--- config.mk ---
export PLATFORM = sky130hd
export DESIGN_NAME = dns_answer_address_rewriter_unit
export DESIGN_NICKNAME = d
export VERILOG_FILES = /design/src/design/dnsrw_pkg.sv /design/src/design/dnsrw_parser.sv /design/src/design/dns_answer_address_rewriter_unit.sv
export SDC_FILE = /design/constraint.sdc
export NUM_CORES = 1
export LEC_CHECK = 0
export ABC_AREA = 1
export BUFFER_PORTS_ARGS = -buffer_cell sky130_fd_sc_hd__buf_4
export CAP_MARGIN = 20
export CORE_AREA = 2 2 140 142
export CTS_CLUSTER_SIZE = 8
export DETAILED_ROUTE_END_ITERATION = 10
export DIE_AREA = 0 0 142 144
export PLACE_DENSITY = 0.63
export SLEW_MARGIN = 20
export SYNTH_ARGS = -nofsm -noshare
export SYNTH_HDL_FRONTEND = slang
export SYNTH_SLANG_ARGS = --single-unit
--- constraint.sdc ---
create_clock -name clk -period 3.05 [get_ports clk]
set_clock_uncertainty 0.05 [all_clocks]
set_input_delay 0.61 -clock clk [delete_from_list [all_inputs] [get_ports clk]]
set_output_delay 0.61 -clock clk [all_outputs]
set_load 0.02 [all_outputs]
--- src/design/dnsrw_pkg.sv ---
// ----------------------------------------------------------------------------
// dnsrw_pkg: shared types and constants for the DNS answer address rewriter
// Transfer payload structs, parser phase codes and fixed header sizes.
// ----------------------------------------------------------------------------
package dnsrw_pkg;

	// one packet byte on the source channel
	typedef struct packed {
		logic [7:0] in_byte;
		logic       in_last;
	} in_item_t;

	// one packet byte on the destination channel
	typedef struct packed {
		logic [7:0] out_byte;
		logic       out_last;
		logic       out_changed;
	} out_item_t;

	// parser phases
	localparam int unsigned PHASE_W = 4;
	localparam logic [PHASE_W-1:0] PH_IP     = 4'd0;
	localparam logic [PHASE_W-1:0] PH_UDP    = 4'd1;
	localparam logic [PHASE_W-1:0] PH_DNSHDR = 4'd2;
	localparam logic [PHASE_W-1:0] PH_QNAME  = 4'd3;
	localparam logic [PHASE_W-1:0] PH_QTAIL  = 4'd4;
	localparam logic [PHASE_W-1:0] PH_ANAME  = 4'd5;
	localparam logic [PHASE_W-1:0] PH_ATYPE  = 4'd6;
	localparam logic [PHASE_W-1:0] PH_ACLTTL = 4'd7;
	localparam logic [PHASE_W-1:0] PH_ALEN   = 4'd8;
	localparam logic [PHASE_W-1:0] PH_SKIP   = 4'd9;
	localparam logic [PHASE_W-1:0] PH_WRITE  = 4'd10;
	localparam logic [PHASE_W-1:0] PH_DONE   = 4'd11;

	// field byte counter: largest field is a 60-byte IP header
	localparam int unsigned CNT_W = 6;
	localparam logic [CNT_W-1:0] UDP_HDR_BYTES  = 6'd8;
	localparam logic [CNT_W-1:0] DNS_HDR_BYTES  = 6'd12;
	localparam logic [CNT_W-1:0] ANCOUNT_HI_POS = 6'd6;
	localparam logic [CNT_W-1:0] ANCOUNT_LO_POS = 6'd7;
	localparam logic [CNT_W-1:0] QTAIL_BYTES    = 6'd4;
	localparam logic [CNT_W-1:0] ANAME_BYTES    = 6'd2;
	localparam logic [CNT_W-1:0] ATYPE_BYTES    = 6'd2;
	localparam logic [CNT_W-1:0] ACLTTL_BYTES   = 6'd6;
	localparam logic [CNT_W-1:0] ALEN_BYTES     = 6'd2;
	localparam logic [CNT_W-1:0] ADDR_BYTES     = 6'd4;

	localparam logic [15:0] TYPE_A = 16'h0001;

endpackage

--- src/design/dnsrw_parser.sv ---
// ----------------------------------------------------------------------------
// dnsrw_parser: byte-wise IPv4/UDP/DNS response parser
// Tracks the header walk and produces the passed or rewritten byte for the
// current transfer; state advances on each accepted byte.
// ----------------------------------------------------------------------------
module dnsrw_parser (
	input  logic               clk,
	input  logic               arst_n,
	input  logic               advance,
	input  dnsrw_pkg::in_item_t  item,
	input  logic [31:0]        new_address,
	output dnsrw_pkg::out_item_t result
);
	import dnsrw_pkg::*;

	logic [PHASE_W-1:0] phase_q, phase_d;
	logic [CNT_W-1:0]   cnt_q, cnt_d;
	logic [15:0]        answers_q, answers_d;
	logic [15:0]        rtype_q, rtype_d;
	logic [15:0]        data_left_q, data_left_d;
	logic [CNT_W-1:0]   hdr_len_q, hdr_len_d;
	logic               done_q, done_d;

	logic [CNT_W-1:0]   cnt_inc;
	logic [15:0]        answers_dec;
	logic [15:0]        data_left_dec;
	logic [15:0]        alen_new;
	logic [7:0]         b;
	logic [7:0]         octet;
	logic               changed;

	assign b             = item.in_byte;
	assign cnt_inc       = cnt_q + 1'b1;
	assign answers_dec   = answers_q - 1'b1;
	assign data_left_dec = data_left_q - 1'b1;
	assign alen_new      = (cnt_q == '0) ? {b, data_left_q[7:0]} : {data_left_q[15:8], b};

	// address octet for the current write position, first octet on top
	always_comb begin
		case (cnt_q[1:0])
			2'd0:    octet = new_address[31:24];
			2'd1:    octet = new_address[23:16];
			2'd2:    octet = new_address[15:8];
			default: octet = new_address[7:0];
		endcase
	end

	// next-state logic for one byte
	always_comb begin
		phase_d     = phase_q;
		cnt_d       = cnt_q;
		answers_d   = answers_q;
		rtype_d     = rtype_q;
		data_left_d = data_left_q;
		hdr_len_d   = hdr_len_q;
		done_d      = done_q;
		changed     = 1'b0;

		case (phase_q)
			PH_IP: begin
				if (cnt_q == '0)
					hdr_len_d = {b[3:0], 2'b00};
				cnt_d = cnt_inc;
				if (cnt_inc >= hdr_len_d) begin
					phase_d = PH_UDP;
					cnt_d   = '0;
				end
			end
			PH_UDP: begin
				cnt_d = cnt_inc;
				if (cnt_inc >= UDP_HDR_BYTES) begin
					phase_d = PH_DNSHDR;
					cnt_d   = '0;
				end
			end
			PH_DNSHDR: begin
				if (cnt_q == ANCOUNT_HI_POS)
					answers_d = {b, 8'h00};
				else if (cnt_q == ANCOUNT_LO_POS)
					answers_d = {answers_q[15:8], b};
				cnt_d = cnt_inc;
				if (cnt_inc >= DNS_HDR_BYTES) begin
					phase_d = PH_QNAME;
					cnt_d   = '0;
				end
			end
			PH_QNAME: begin
				// name ends at its zero-length label
				if (b == 8'h00) begin
					phase_d = PH_QTAIL;
					cnt_d   = '0;
				end
			end
			PH_QTAIL: begin
				cnt_d = cnt_inc;
				if (cnt_inc >= QTAIL_BYTES) begin
					phase_d = (answers_q == '0) ? PH_DONE : PH_ANAME;
					cnt_d   = '0;
				end
			end
			PH_ANAME: begin
				cnt_d = cnt_inc;
				if (cnt_inc >= ANAME_BYTES) begin
					phase_d = PH_ATYPE;
					cnt_d   = '0;
				end
			end
			PH_ATYPE: begin
				if (cnt_q == '0)
					rtype_d = {b, 8'h00};
				else
					rtype_d = {rtype_q[15:8], b};
				cnt_d = cnt_inc;
				if (cnt_inc >= ATYPE_BYTES) begin
					phase_d = PH_ACLTTL;
					cnt_d   = '0;
				end
			end
			PH_ACLTTL: begin
				cnt_d = cnt_inc;
				if (cnt_inc >= ACLTTL_BYTES) begin
					phase_d = PH_ALEN;
					cnt_d   = '0;
				end
			end
			PH_ALEN: begin
				data_left_d = alen_new;
				cnt_d       = cnt_inc;
				if (cnt_inc >= ALEN_BYTES) begin
					cnt_d = '0;
					if (rtype_q == TYPE_A && !done_q) begin
						phase_d = PH_WRITE;
					end else if (alen_new == '0) begin
						// empty record: next answer starts at once
						answers_d = answers_dec;
						phase_d   = (answers_dec == '0) ? PH_DONE : PH_ANAME;
					end else begin
						phase_d = PH_SKIP;
					end
				end
			end
			PH_SKIP: begin
				data_left_d = data_left_dec;
				if (data_left_dec == '0) begin
					answers_d = answers_dec;
					phase_d   = (answers_dec == '0) ? PH_DONE : PH_ANAME;
					cnt_d     = '0;
				end
			end
			PH_WRITE: begin
				changed = 1'b1;
				cnt_d   = cnt_inc;
				if (cnt_inc >= ADDR_BYTES) begin
					done_d  = 1'b1;
					phase_d = PH_DONE;
					cnt_d   = '0;
				end
			end
			default: begin
			end
		endcase

		// end of packet returns the parser to its start
		if (item.in_last) begin
			phase_d     = PH_IP;
			cnt_d       = '0;
			answers_d   = '0;
			rtype_d     = '0;
			data_left_d = '0;
			hdr_len_d   = '0;
			done_d      = 1'b0;
		end
	end

	assign result.out_byte    = changed ? octet : b;
	assign result.out_last    = item.in_last;
	assign result.out_changed = changed;

	// parser state
	always_ff @(posedge clk or negedge arst_n) begin
		if (!arst_n) begin
			phase_q     <= PH_IP;
			cnt_q       <= '0;
			answers_q   <= '0;
			rtype_q     <= '0;
			data_left_q <= '0;
			hdr_len_q   <= '0;
			done_q      <= 1'b0;
		end else if (advance) begin
			phase_q     <= phase_d;
			cnt_q       <= cnt_d;
			answers_q   <= answers_d;
			rtype_q     <= rtype_d;
			data_left_q <= data_left_d;
			hdr_len_q   <= hdr_len_d;
			done_q      <= done_d;
		end
	end

endmodule

--- src/design/dns_answer_address_rewriter_unit.sv ---
// ----------------------------------------------------------------------------
// dns_answer_address_rewriter_unit: rewrites the first DNS A answer address
// Passes a response packet byte by byte, replacing the four data bytes of
// the first A record with the configured IPv4 address.
// ----------------------------------------------------------------------------
// Throughput: 1 byte per cycle while src_stall is low; the parser updates
// in the cycle a byte lands and a two-entry output stage (result register
// plus skid) registers each byte for dst_valid and absorbs stalls.
// Reset: arst_n clears the parser, the output valids and new_address to 0.
module dns_answer_address_rewriter_unit (
	input  logic                 clk,
	input  logic                 arst_n,
	input  logic                 cfg_wr_en,
	input  logic [31:0]          cfg_wr_data,
	input  logic                 src_valid,
	output logic                 src_stall,
	input  dnsrw_pkg::in_item_t  src_data,
	output logic                 dst_valid,
	input  logic                 dst_stall,
	output dnsrw_pkg::out_item_t dst_data
);
	import dnsrw_pkg::*;

	logic        [31:0] new_address_q;
	logic               accept;
	logic               out_free;
	out_item_t          result;
	out_item_t          out_q, skid_q;
	logic               out_valid_q, skid_valid_q;

	// address register
	always_ff @(posedge clk or negedge arst_n) begin
		if (!arst_n)
			new_address_q <= '0;
		else if (cfg_wr_en)
			new_address_q <= cfg_wr_data;
	end

	assign src_stall = skid_valid_q;
	assign accept    = src_valid && !skid_valid_q;
	assign out_free  = !out_valid_q || !dst_stall;

	dnsrw_parser u_parser (
		.clk         (clk),
		.arst_n      (arst_n),
		.advance     (accept),
		.item        (src_data),
		.new_address (new_address_q),
		.result      (result)
	);

	// output stage valids
	always_ff @(posedge clk or negedge arst_n) begin
		if (!arst_n) begin
			out_valid_q  <= 1'b0;
			skid_valid_q <= 1'b0;
		end else if (out_free) begin
			out_valid_q  <= skid_valid_q || accept;
			skid_valid_q <= 1'b0;
		end else if (accept) begin
			skid_valid_q <= 1'b1;
		end
	end

	// output stage payload
	always_ff @(posedge clk) begin
		if (out_free) begin
			if (skid_valid_q)
				out_q <= skid_q;
			else if (accept)
				out_q <= result;
		end else if (accept) begin
			skid_q <= result;
		end
	end

	assign dst_valid = out_valid_q;
	assign dst_data  = out_q;

endmodule

After elaboration in Yosys (flattened, before gate mapping)
Cells that the tools add are included.
{"block": "classes", "div": 0, "n_lt_le_gt_ge": 6, "bitwise": 1, "muxes": 55, "n_reduce_logical": 40, "add_sub_neg": 3, "mul": 0, "n_eq_ne": 30, "shifts": 0}
{"cell": "$mux W16", "count": 11}
{"cell": "$mux W6", "count": 13}
{"cell": "$logic_not A16 Y1", "count": 4}
{"cell": "$mux W4", "count": 16}
{"cell": "$pmux W16 S3", "count": 1}
{"cell": "$pmux W6 S8", "count": 1}
{"cell": "$pmux W4 S11", "count": 1}
{"cell": "$ne A3 B2 Y1 const B", "count": 13}
{"cell": "$pmux W16 S2", "count": 1}
{"cell": "$sub A16 B1 Y16 const B", "count": 2}
{"cell": "$pmux W8 S3", "count": 1}
{"cell": "$mux W10", "count": 2}
{"cell": "$eq A16 B1 Y1 const B", "count": 1}
{"cell": "$eq A4 B3 Y1 const B", "count": 4}
{"cell": "$mux W8", "count": 2}
{"cell": "$reduce_and A7 Y1", "count": 2}
{"cell": "$reduce_bool A2 Y1", "count": 7}
{"cell": "$reduce_and A13 Y1", "count": 1}
{"cell": "$eq A4 B4 Y1 const B", "count": 3}
{"cell": "$eq A6 B3 Y1 const B", "count": 2}
{"cell": "$ge A6 B3 Y1 const B", "count": 2}
{"cell": "$ge A6 B4 Y1 const B", "count": 2}
{"cell": "$reduce_bool A12 Y1", "count": 1}
{"cell": "$reduce_and A2 Y1", "count": 5}
{"cell": "25 further kinds", "count": 37}
{"block": "word_totals", "mem_bits_rw": 0, "mem_bits_ro": 0, "latch_bits": 0, "regBits": 119, "memories": 0, "output_inout_bits": 12}

Longest topological paths before layout
Gate-level depths: netlist of the first run.
{"block": "depth", "ltp_word": 8, "depth_mapped": 21, "depth_no_buf": 20}

Modules after synthesis
Synthesis of the first run repeated with hierarchy kept, for this count alone.
{"block": "unflattened", "hier_cells": 1116, "hier_area_um2": 7723.7}
{"module": "dnsrw_parser", "cells_each": 916, "area_each_um2": 5620.4, "n_inst": 1, "seq_area_each_um2": 1626.6}
{"module": "dns_answer_address_rewriter_unit", "cells_each": 200, "area_each_um2": 2103.3, "n_inst": 1, "seq_area_each_um2": 1451.4}

Worst setup path before layout of the first run
OpenSTA, ideal clock, no wires.
{"block": "synth_timing", "path_type": "register to register", "start": "register u_parser.cnt_q[0]", "end": "register u_parser.phase_q[1]", "stages_incl_launch_ff": 21, "slack_ps": 358, "required_time_ps": 2882, "synth_period_minus_slack_ps": 2692, "path_buffers": 2, "arrival_ps": 2524, "path_cell_list": "dfrtp_1 inv_1 ha_1 buf_4 inv_4 nor2_8 buf_4 nand4_1 o21ai_0 inv_1 ha_1 nand2_1 o21a_1 nand4_1 nand4_1 nand2_1 inv_1 nor2_2 inv_1 nand2_1 nand2_1"}
{"block": "synth_between", "elab_chain_cells": 8, "elab_cells_between_ends": 27, "cone_classes": "1 x add/sub; 6 x order compare; 9 x eq/ne; 8 x mux; 3 x reduce/logical"}
{"item": "start: declaration", "line_no": "dnsrw_parser.sv:17", "rtl": "logic [CNT_W-1:0] cnt_q, cnt_d;"}
{"item": "start signal: assignment", "line_no": "dnsrw_parser.sv:191", "rtl": "cnt_q <= cnt_d;"}
{"item": "parallel branches: the longest is 8 deep, another holds $add A6 B1 Y6"}
{"item": "end signal: assignment", "line_no": "dnsrw_parser.sv:190", "rtl": "phase_q <= phase_d;"}
{"item": "end: declaration", "line_no": "dnsrw_parser.sv:16", "rtl": "logic [PHASE_W-1:0] phase_q, phase_d;"}
Parallel ways; which one is timed is not known. The select of a mux whose other input is x is not followed.
A chain may end at the register's enable or synchronous reset.

Worst setup path in the final report of the first run
{"block": "layout_timing", "start": "register u_parser.cnt_q[1]", "end": "register u_parser.cnt_q[0]"}
{"block": "layout_between", "elab_chain_cells": 7, "elab_cells_between_ends": 18, "cone_classes": "1 x add/sub; 6 x order compare; 10 x mux; 1 x reduce/logical"}
{"item": "parallel branches: the longest is 5 deep, another holds $add A6 B1 Y6"}
{"item": "$pmux W6 S8 *", "line_no": "dnsrw_parser.sv:59", "rtl": "case (phase_q)"}
{"item": "$mux W6 *", "line_no": "dnsrw_parser.sv:164", "rtl": "if (item.in_last) begin"}
Every way passes the cells marked *. The select of a mux whose other input is x is not followed.

==> results of run 1 <==
[registers in the layout (all words and copies together) (netlist names)]
register,cells
new_address_q,32
u_parser.answers_q,16
u_parser.data_left_q,16
u_parser.rtype_q,16
dst_data,10
skid_q,10
u_parser.cnt_q,6
u_parser.hdr_len_q,6
u_parser.phase_q,4
dst_valid,1
src_stall,1
u_parser.done_q,1
[stage by stage]
stage	hold WS, ns	power (mW)	instances	util [%]
finish	0.121	7.12	1317	46.3
global route	0.153	7.66	1317	46.3
CTS	0.133	7.09	1315	46.1
detailed placement	0.429	4.91	1283	42.9
global placement	0.420	4.88	1283	42.9
floorplan	0.264	4.20	995	-
[routing by layer]
metal	global-route usage [%]	up-vias	share of wire, %	wire, µm
met1	29.1	3285	45	9520
li1	-	3413	-	-
met3	3.77	34	5.9	1230
met2	33.6	207	46	9720
met4	8.26	0	2.6	554
met5	0	-	0	0
[layout by cell type (no fill, tap or decap), drive strengths merged]
cell | synthesis | final
xor2 | 5 | 5
clkbuf | 14 | 18
xnor2 | 2 | 2
nand2 | 276 | 276
inv | 131 | 142
o31ai | 5 | 5
a31oi | 10 | 10
bufinv | 0 | 2
o32ai | 1 | 1
nand4 | 25 | 25
nand3 | 63 | 63
o21a | 1 | 1
nor2 | 116 | 116
o211ai | 7 | 7
and3 | 1 | 1
o22ai | 25 | 25
clkinv | 3 | 3
ha | 14 | 14
o2bb2ai | 1 | 1
dfrtp | 99 | 99
a21boi | 3 | 3
buf | 15 | 81
mux2 | 32 | 32
edfxtp | 20 | 20
nor4 | 4 | 4
nor3 | 6 | 6
a21oi | 23 | 23
o21ai | 93 | 93
clkinvlp | 0 | 1
[worst max-delay path, stage by stage, from the launching register on]
cell and delay [ns]:
dfrtp_1 0.42, inv_1 0.10, ha_2 0.21, inv_4 0.05
nor2_8 0.16, nand3_4 0.08, buf_4 0.23, nand2_1 0.10
ha_1 0.24, inv_1 0.06, nor2_1 0.03, o211ai_1 0.19
nand3_1 0.16, nor2_2 0.18, nor2_1 0.07, and3_1 0.15
o21ai_0 0.17
[area by class of cell]
class                      count  area (µm²)
fill                        1887       10300
multi-input combinational    713        3700
sequential                   119        3080
timing repair buffer          81         618
inverter                     134         505
clock buffer                  18         450
tap                          238         298
clock inverter                14         171
[timing repair]
item,in CTS,in global routing
endpoints found under the setup margin,0,7
resized for setup,0,3
endpoints found under the hold margin,0,0
buffers inserted,0,2
[final timing paths]
kind | from | to | slack [ns] | cells after the start
setup / recovery | u_parser.cnt_q[1]$_DFFE_PN0P_ | u_parser.cnt_q[0]$_DFFE_PN0P_ | 0.28 | 16
hold / removal | arst_n | u_parser.answers_q[10]$_DFFE_PN0P_ | 0.12 | 1
min in group clk | cfg_wr_data[18] | new_address_q[18]$_DFFE_PN0P_ | 0.36 | 2
setup reg to reg | u_parser.cnt_q[1]$_DFFE_PN0P_ | u_parser.cnt_q[0]$_DFFE_PN0P_ | 0.28 | 16
hold reg to reg | u_parser.rtype_q[4]$_DFFE_PN0P_ | u_parser.rtype_q[4]$_DFFE_PN0P_ | 0.44 | 2
max in group asynchronous | arst_n | u_parser.rtype_q[0]$_DFFE_PN0P_ | 2.12 | 2
[logic make-up after synthesis]
kind of cell,Yosys count
muxes,32
DFF,119
AOI/OAI and AO/OA,169
xor gates and xnor gates,7
and+or+nand+nor,491
buffers and inverters,163
adders and majority gates,14
[power by group]
group / leakage (nW) / switching [mW] / internal (mW) / total (mW)
Sequential: 1.47 / 0.172 / 1.86 / 2.04
Combinational: 2.56 / 1.91 / 1.03 / 2.94
Clock: 0.306 / 0.857 / 1.29 / 2.15
==> impl_metrics.ini, run 1 <==
[synthesis]
syn-num-nets = 1055
yosysMostFrequentCell = nand2_1
netlist_area_um2 = 7430
yosys.area.top_type_share_pct = 33.3
synthDistinctLibCells = 40
yosysWarningCount = 0
synthAdderAreaFrac_pct = 2.36
synthMuxAreaShare_pct = 4.85
synth_xor_area_share_pct = 0.825
async_flop_share_pct = 83.2
synth_compound_area_share_pct = 13.1
synth_area_leaders = dfrtp_1, nand2_1, edfxtp_1
synth_top_area_cell = dfrtp_1
synth_common_cells = nand2_1, inv_1, nor2_1
synthSimpleGateAreaFrac_pct = 28.6
yosysSeqAreaShare_pct = 41.4
syn-mean-instance-area_um2 = 7.47
syn-instance-count = 995
synth-edff-count = 20
yosys_register_bits = 119
synth_top_family_by_area = simple AND/OR/NAND/NOR gates
ys.flop_type = dfrtp_1

[die]
die_h_um = 144
dieArea_um2 = 20400
core_region_area_um2 = 19100
fp-row-count = 51
ioPinCount = 58
dieWidth_um = 142
start_util_pct = 39.0

[sta]
max_freq_mhz = 361
final.setup.tns_ns = 0
rsz0062_at_grt = no
post-route-period-util_pct = 90.7
maxSlewViolCount = 0
worst_pin_slew_ns = 0.895
fin_ws_ns = 0.283
hold_viol = 0
relSlewSlack_pct = 40.3
period_needed_ns = 2.77
finalSetupViolations = 0

[placement]
dp_worst_setup_slack_ns = 0.213
gp_congestion = 0.979
hpwlAfterDp_um = 15300
post_dp_cell_area_um2 = 8180
port_buffers = 57

[job]
cap_violations = 0

[grt]
grt_start_max_net_pins = 46
grt_overflow = 0
grt_pass1_wl_um = 34100
antenna_found_initial = 0
grt_use_total_pct = 21.2
grt_pass1_vias = 6605

[routing]
remaining_drc_errors = 0
wl_per_cell_um = 16.0
vias = 6939
vias_per_cell = 5.27
wl_um = 21000
drt_iter0_drc = 546
detail-route-antenna-nets = 0
dr.pass1.iters = 6

[clock_network]
cts_tree = yes
cts.sink_count = 119
numCtsBuffers = 17
insertion_delay_ns = 0.42
clock-root-buffer = clkbuf_16
clock_path_buffers = 2
cts_hold_buffers = 0
h-tree-depth = 4
path_clk_slew_ns = 0.06

[pwr]
p_leak_nw = 4.34
peakVddDrop_mv = 0.380
power.density_nw_per_um2 = 807

[final_layout]
layout-drive-gt1-share_pct = 16.9
antenna-diode-count = 0
finalNetCount = 1126
fin_area_um2 = 8830
area_growth_pct = 18.8

[setup_path]
critPathLaunchType = register
cp.required_ns = 3.34
critPathKind = reg2reg
cp-end-kind = register
crit_path_max_fanout = 22
cp.arrival_ns = 3.05

[min_path]
hold_path_class = in2async

[outcome]
status = complete, no violations
No activity file was read; power rests on OpenSTA's default activity.
==> inputs of run 2 (changes only) <==
--- a/config.mk
+++ b/config.mk
@@ -8,11 +8,11 @@
 export ABC_AREA = 1
 export BUFFER_PORTS_ARGS = -buffer_cell sky130_fd_sc_hd__buf_4
 export CAP_MARGIN = 20
-export CORE_AREA = 2 2 140 142
+export CORE_AREA = 2 2 115 117
 export CTS_CLUSTER_SIZE = 8
 export DETAILED_ROUTE_END_ITERATION = 10
-export DIE_AREA = 0 0 142 144
-export PLACE_DENSITY = 0.63
+export DIE_AREA = 0 0 117 119
+export PLACE_DENSITY = 0.85
 export SLEW_MARGIN = 20
 export SYNTH_ARGS = -nofsm -noshare
 export SYNTH_HDL_FRONTEND = slang
==> run 2 against run 1 <==
- sequential share of layout area is 0.69 points higher
- combinational power hardly changed
- hold slack got worse by 0.055 ns
- via count increased by 2.7%
- wire length decreased by 4.6%
- cell count is 5.2% lower
- design area is 1.9% lower
- critical endpoint unchanged
- largest power group unchanged
==> impl_metrics.ini, run 2 (synthesis gave the netlist of run 1 again) <==
[routing]
vias_per_cell = 5.71
remaining_drc_errors = 0
drt_iter0_drc = 773
detail-route-antenna-nets = 0
wl_um = 20100
dr.pass1.iters = 6
wl_per_cell_um = 16.1
vias = 7125

[pwr]
p_clk_share_pct = 28.3
p_sw_share_pct = 42.0
p_sw_mw = 2.91
intPower_mw = 4.02
p_leak_nw = 4.28
peakVddDrop_mv = 0.397
combinationalPowerShare_pct = 42.1
power.density_nw_per_um2 = 801
p_seq_share_pct = 29.6

[setup_path]
max_stage_delay_ns = 0.45
worstPathCellList = inv_1 -> ha_2 -> inv_4 -> nor2_8 -> nand3_4 -> inv_1 -> o21ai_0 -> inv_1 -> ha_1 -> a21oi_1 -> o21a_1 -> nand3_1 -> nor2_2 -> nor2_1 -> and3_1 -> o21ai_0
critPathLaunchType = register
r2r-end = u_parser.cnt_q[0]$_DFFE_PN0P_
critical-path-slowest-cell = dfrtp_2
cp.arrival_ns = 3.09
worst_r2r_startpoint = u_parser.cnt_q[0]$_DFFE_PN0P_
cp.required_ns = 3.34
startpoint = u_parser.cnt_q[0]$_DFFE_PN0P_
crit_path_frequent_cell = inv_1
path_delay_family = simple AND/OR/NAND/NOR gates
cp-end-kind = register
critPathKind = reg2reg
path_buf_inv = 4
rr_worst_depth = 16
rrSetupSlack_ns = 0.24
crit_path_max_fanout = 7

[sta]
max_freq_mhz = 356
hold_viol = 0
post-route-period-util_pct = 92.0
fin_ws_ns = 0.244
maxSlewViolCount = 0
finalSetupViolations = 0
relSlewSlack_pct = 41.0
period_needed_ns = 2.81
worst_pin_slew_ns = 0.885

[final_layout]
layout-drive-gt1-share_pct = 16.4
top_register = new_address_q
final_cell_mix = nand2_1, inv_1, nor2_1, dfrtp_1, o21ai_0
mostFrequentLayoutCell = nand2_1
area_growth_pct = 16.5
largest_register_ffs = 32
fin_util_pct = 67.2
fill_cells = 1052
finalNetCount = 1118

[min_path]
hold_path_class = in2async

[die]
dieWidth_um = 117
fp-row-count = 42
ioPinCount = 58
core_region_area_um2 = 12900
start_util_pct = 57.7
dieArea_um2 = 13900
die_h_um = 119

[clock_network]
cts_hold_buffers = 0
clock_path_buffers = 2
cts_tree = yes
ctsResizeCount = 0
h-tree-depth = 4
cts.sink_count = 119
path_clk_slew_ns = 0.06
insertion_delay_ns = 0.42
numCtsBuffers = 17
clock-root-buffer = clkbuf_16
post_cts_buffers = 0

[placement]
hpwlAfterDp_um = 14300
port_buffers = 57
dp_worst_setup_slack_ns = 0.195
gp_congestion = 0.946

[grt]
grt_start_max_net_pins = 45
grt_overflow = 0
grt_use_total_pct = 30.1
antenna_found_initial = 0
grt_pass1_wl_um = 32500
grt_pass1_vias = 6724

[job]
cap_violations = 0

[outcome]
status = complete, no violations
## run 2: how the worst max path moves through the flow
stage	to	cells past startpoint
after floorplan	u_parser.phase_q[1]$_DFFE_PN0P_	20
after global placement	u_parser.cnt_q[0]$_DFFE_PN0P_	16
after detailed placement	u_parser.phase_q[1]$_DFFE_PN0P_	19
after CTS	u_parser.cnt_q[0]$_DFFE_PN0P_	16
after global routing	u_parser.cnt_q[0]$_DFFE_PN0P_	17
final	u_parser.cnt_q[0]$_DFFE_PN0P_	16
## run 2: layout make-up
type,instances,area (µm²),area share (%)
repair buffers,72,553,6.39
well taps,176,220,2.54
clock buffers,18,439,5.07
diodes,1,2.50,0.0289
flip-flops and latches,119,3080,35.6
multi-input cells,714,3720,43.0
clock inverters,14,139,1.60
inverters,134,505,5.84
## run 2: metal layers
| metal | wire, µm | part of all wire [%] | GRT usage, % |
|---|---|---|---|
| met4 | 559 | 2.8 | 12.4 |
| met5 | 0 | 0 | 0 |
| met2 | 9590 | 48 | 45.8 |
| met1 | 8330 | 42 | 41.1 |
| met3 | 1590 | 7.9 | 7.53 |
## run 2: power by group through the flow
stage / clock [mW] / sequential [mW] / combinational [mW]
floorplan: 0 / 2.03 / 2.16
global placement: 0 / 2.06 / 2.73
detailed placement: 0 / 2.07 / 2.79
CTS: 1.97 / 2.05 / 2.82
global route: 2.06 / 2.08 / 3.26
finish: 1.96 / 2.06 / 2.92
## run 2: metrics by stage
| stage | hold WS (ns) | TNS, ns | power [mW] | instances | instance area, µm² |
|---|---|---|---|---|---|
| 5_1_grt | 0.0843 | -0.0504 | 7.40 | 1247 | 8650 |
| 3_5_place_dp | 0.425 | 0 | 4.85 | 1214 | 8050 |
| 3_3_place_gp | 0.418 | 0 | 4.79 | 1214 | 8050 |
| 2_1_floorplan | 0.264 | 0 | 4.20 | 995 | 7430 |
| 6_report | 0.0653 | 0 | 6.93 | 1248 | 8660 |
| 4_1_cts | 0.0736 | 0 | 6.83 | 1246 | 8630 |
## run 2: worst reg2reg max path, delay by kind of cell (launching register included)
kind                       cells  cell delay (ns)
AOI/OAI and AO/OA              4             0.57
adders and majority gates      2             0.46
and+or+nand+nor                6             0.79
buffers and inverters          4             0.40
DFF                            1             0.45
==> inputs of run 3 (changes only) <==
--- a/config.mk
+++ b/config.mk
@@ -12,7 +12,7 @@
 export CTS_CLUSTER_SIZE = 8
 export DETAILED_ROUTE_END_ITERATION = 10
 export DIE_AREA = 0 0 117 119
-export PLACE_DENSITY = 0.85
+export PLACE_DENSITY = 0.78
 export SLEW_MARGIN = 20
 export SYNTH_ARGS = -nofsm -noshare
 export SYNTH_HDL_FRONTEND = slang
==> run 3 against run 2 <==
- wire length is 0.71% higher
- global-route usage hardly changed
- die area stayed put
- largest power group unchanged
- non-clock buffer count is 11 higher
- critical path type unchanged
- highest routed layer unchanged
==> impl_metrics.ini, run 3 (synthesis gave the netlist of run 1 again) <==
[clock_network]
h-tree-depth = 4
cts.sink_count = 119
cts_tree = yes
numCtsBuffers = 17
clock-root-buffer = clkbuf_16
insertion_delay_ns = 0.43
cts_hold_buffers = 0
path_clk_slew_ns = 0.06
clock_path_buffers = 2

[routing]
drt_iter0_drc = 738
vias_per_cell = 5.61
dr.pass1.iters = 5
wl_um = 20200
wl_per_cell_um = 16.1
detail-route-antenna-nets = 0
remaining_drc_errors = 0
vias = 7058

[final_layout]
antenna-diode-count = 0
area_growth_pct = 17.2
mostFrequentLayoutCell = nand2_1
finalNetCount = 1129
layout-drive-gt1-share_pct = 17.1
final_cell_mix = nand2_1, inv_1, nor2_1, dfrtp_1, buf_4
top_register = new_address_q
fin_area_um2 = 8710
largest_register_ffs = 32

[grt]
use_met1_pct = 42.0
grt_use_met3_pct = 7.63
grt_pass1_wl_um = 32500
grt_use_total_pct = 30.2
antenna_found_initial = 0
met2_usage_pct = 44.4
grt_overflow = 0
grt_start_max_net_pins = 52
grt_pass1_vias = 6606
busiest_layer = met2

[pwr]
p_leak_nw = 4.31
power.density_nw_per_um2 = 797
power.total_mw = 6.95
peakVddDrop_mv = 0.516

[sta]
period_needed_ns = 2.87
finalSetupViolations = 0
final.setup.tns_ns = 0
rsz0062_at_grt = no
relSlewSlack_pct = 55.3
post-route-period-util_pct = 94.1
maxSlewViolCount = 0
fin_ws_ns = 0.180
max_freq_mhz = 348
worst_pin_slew_ns = 0.670
hold_viol = 0

[outcome]
status = complete, no violations

[setup_path]
cp.arrival_ns = 3.16
critPathKind = reg2reg
crit_path_max_fanout = 16
cp.required_ns = 3.34
cp-end-kind = register
rrSetupSlack_ns = 0.18
critPathLaunchType = register

[placement]
port_buffers = 57
hpwlAfterDp_um = 14600
gp_congestion = 0.975
dp_worst_setup_slack_ns = 0.129
post_dp_cell_area_um2 = 8080

[job]
cap_violations = 0

[die]
dieWidth_um = 117
dieArea_um2 = 13900
fp-row-count = 42
start_util_pct = 57.7
die_h_um = 119
ioPinCount = 58
core_region_area_um2 = 12900

[min_path]
hold_path_class = in2async
-- run 3: layout make-up --
class / instances / area [µm²]
fillers: 1107 / 4160
multi-input cells: 714 / 3720
flip-flops and latches: 119 / 3080
repair buffers: 83 / 636
inverters: 134 / 505
clock buffers: 18 / 429
well taps: 176 / 220
clock inverters: 14 / 125
-- run 3: path summary, 6_finish.rpt --
check | startpoint | cells past startpoint | end
max | u_parser.cnt_q[0]$_DFFE_PN0P_ | 16 | u_parser.cnt_q[2]$_DFFE_PN0P_
min in group clk | src_valid | 2 | u_parser.done_q$_DFFE_PN0P_
min | arst_n | 1 | new_address_q[24]$_DFFE_PN0P_
min reg2reg | u_parser.rtype_q[5]$_DFFE_PN0P_ | 2 | u_parser.rtype_q[5]$_DFFE_PN0P_
max reg2reg | u_parser.cnt_q[0]$_DFFE_PN0P_ | 16 | u_parser.cnt_q[2]$_DFFE_PN0P_
max in group asynchronous | arst_n | 2 | u_parser.answers_q[1]$_DFFE_PN0P_
-- run 3: per-stage QoR --
stage          util [%]  hold slack [ns]  std cells
2_1_floorplan         -            0.264        995
3_3_place_gp       62.8            0.425       1218
3_5_place_dp       62.8            0.434       1218
4_1_cts            67.1            0.184       1250
5_1_grt            67.7            0.218       1258
6_report           67.7            0.175       1258
-- run 3: critical path, cell delays in order (launching register included) --
cell	delay [ns]
dfrtp_1	0.45
inv_1	0.14
ha_2	0.24
inv_4	0.07
nor2_8	0.16
nand3_4	0.13
buf_4	0.22
nand2_1	0.07
ha_1	0.24
inv_1	0.06
nor2_1	0.03
o211ai_1	0.19
nand3_1	0.17
nor2_2	0.16
buf_4	0.13
o211ai_1	0.09
o21ai_0	0.16
-- run 3: metal layers --
| layer | routed length, µm | up-vias |
|---|---|---|
| li1 | - | 3432 |
| met3 | 1580 | 45 |
| met4 | 651 | 0 |
| met2 | 9190 | 280 |
| met1 | 8790 | 3301 |
| met5 | 0 | - |
-- run 3: report_power, final --
part / internal (mW) / total (mW) / switching [mW]
Sequential: 1.87 / 2.04 / 0.179
Combinational: 1.06 / 3.03 / 1.96
Clock: 1.12 / 1.87 / 0.753
-- run 3: repair_timing --
action | 4_1_cts | 5_1_grt
endpoints found under the setup margin | 0 | 15
resized for setup | 0 | 5
setup buffers | 0 | 6
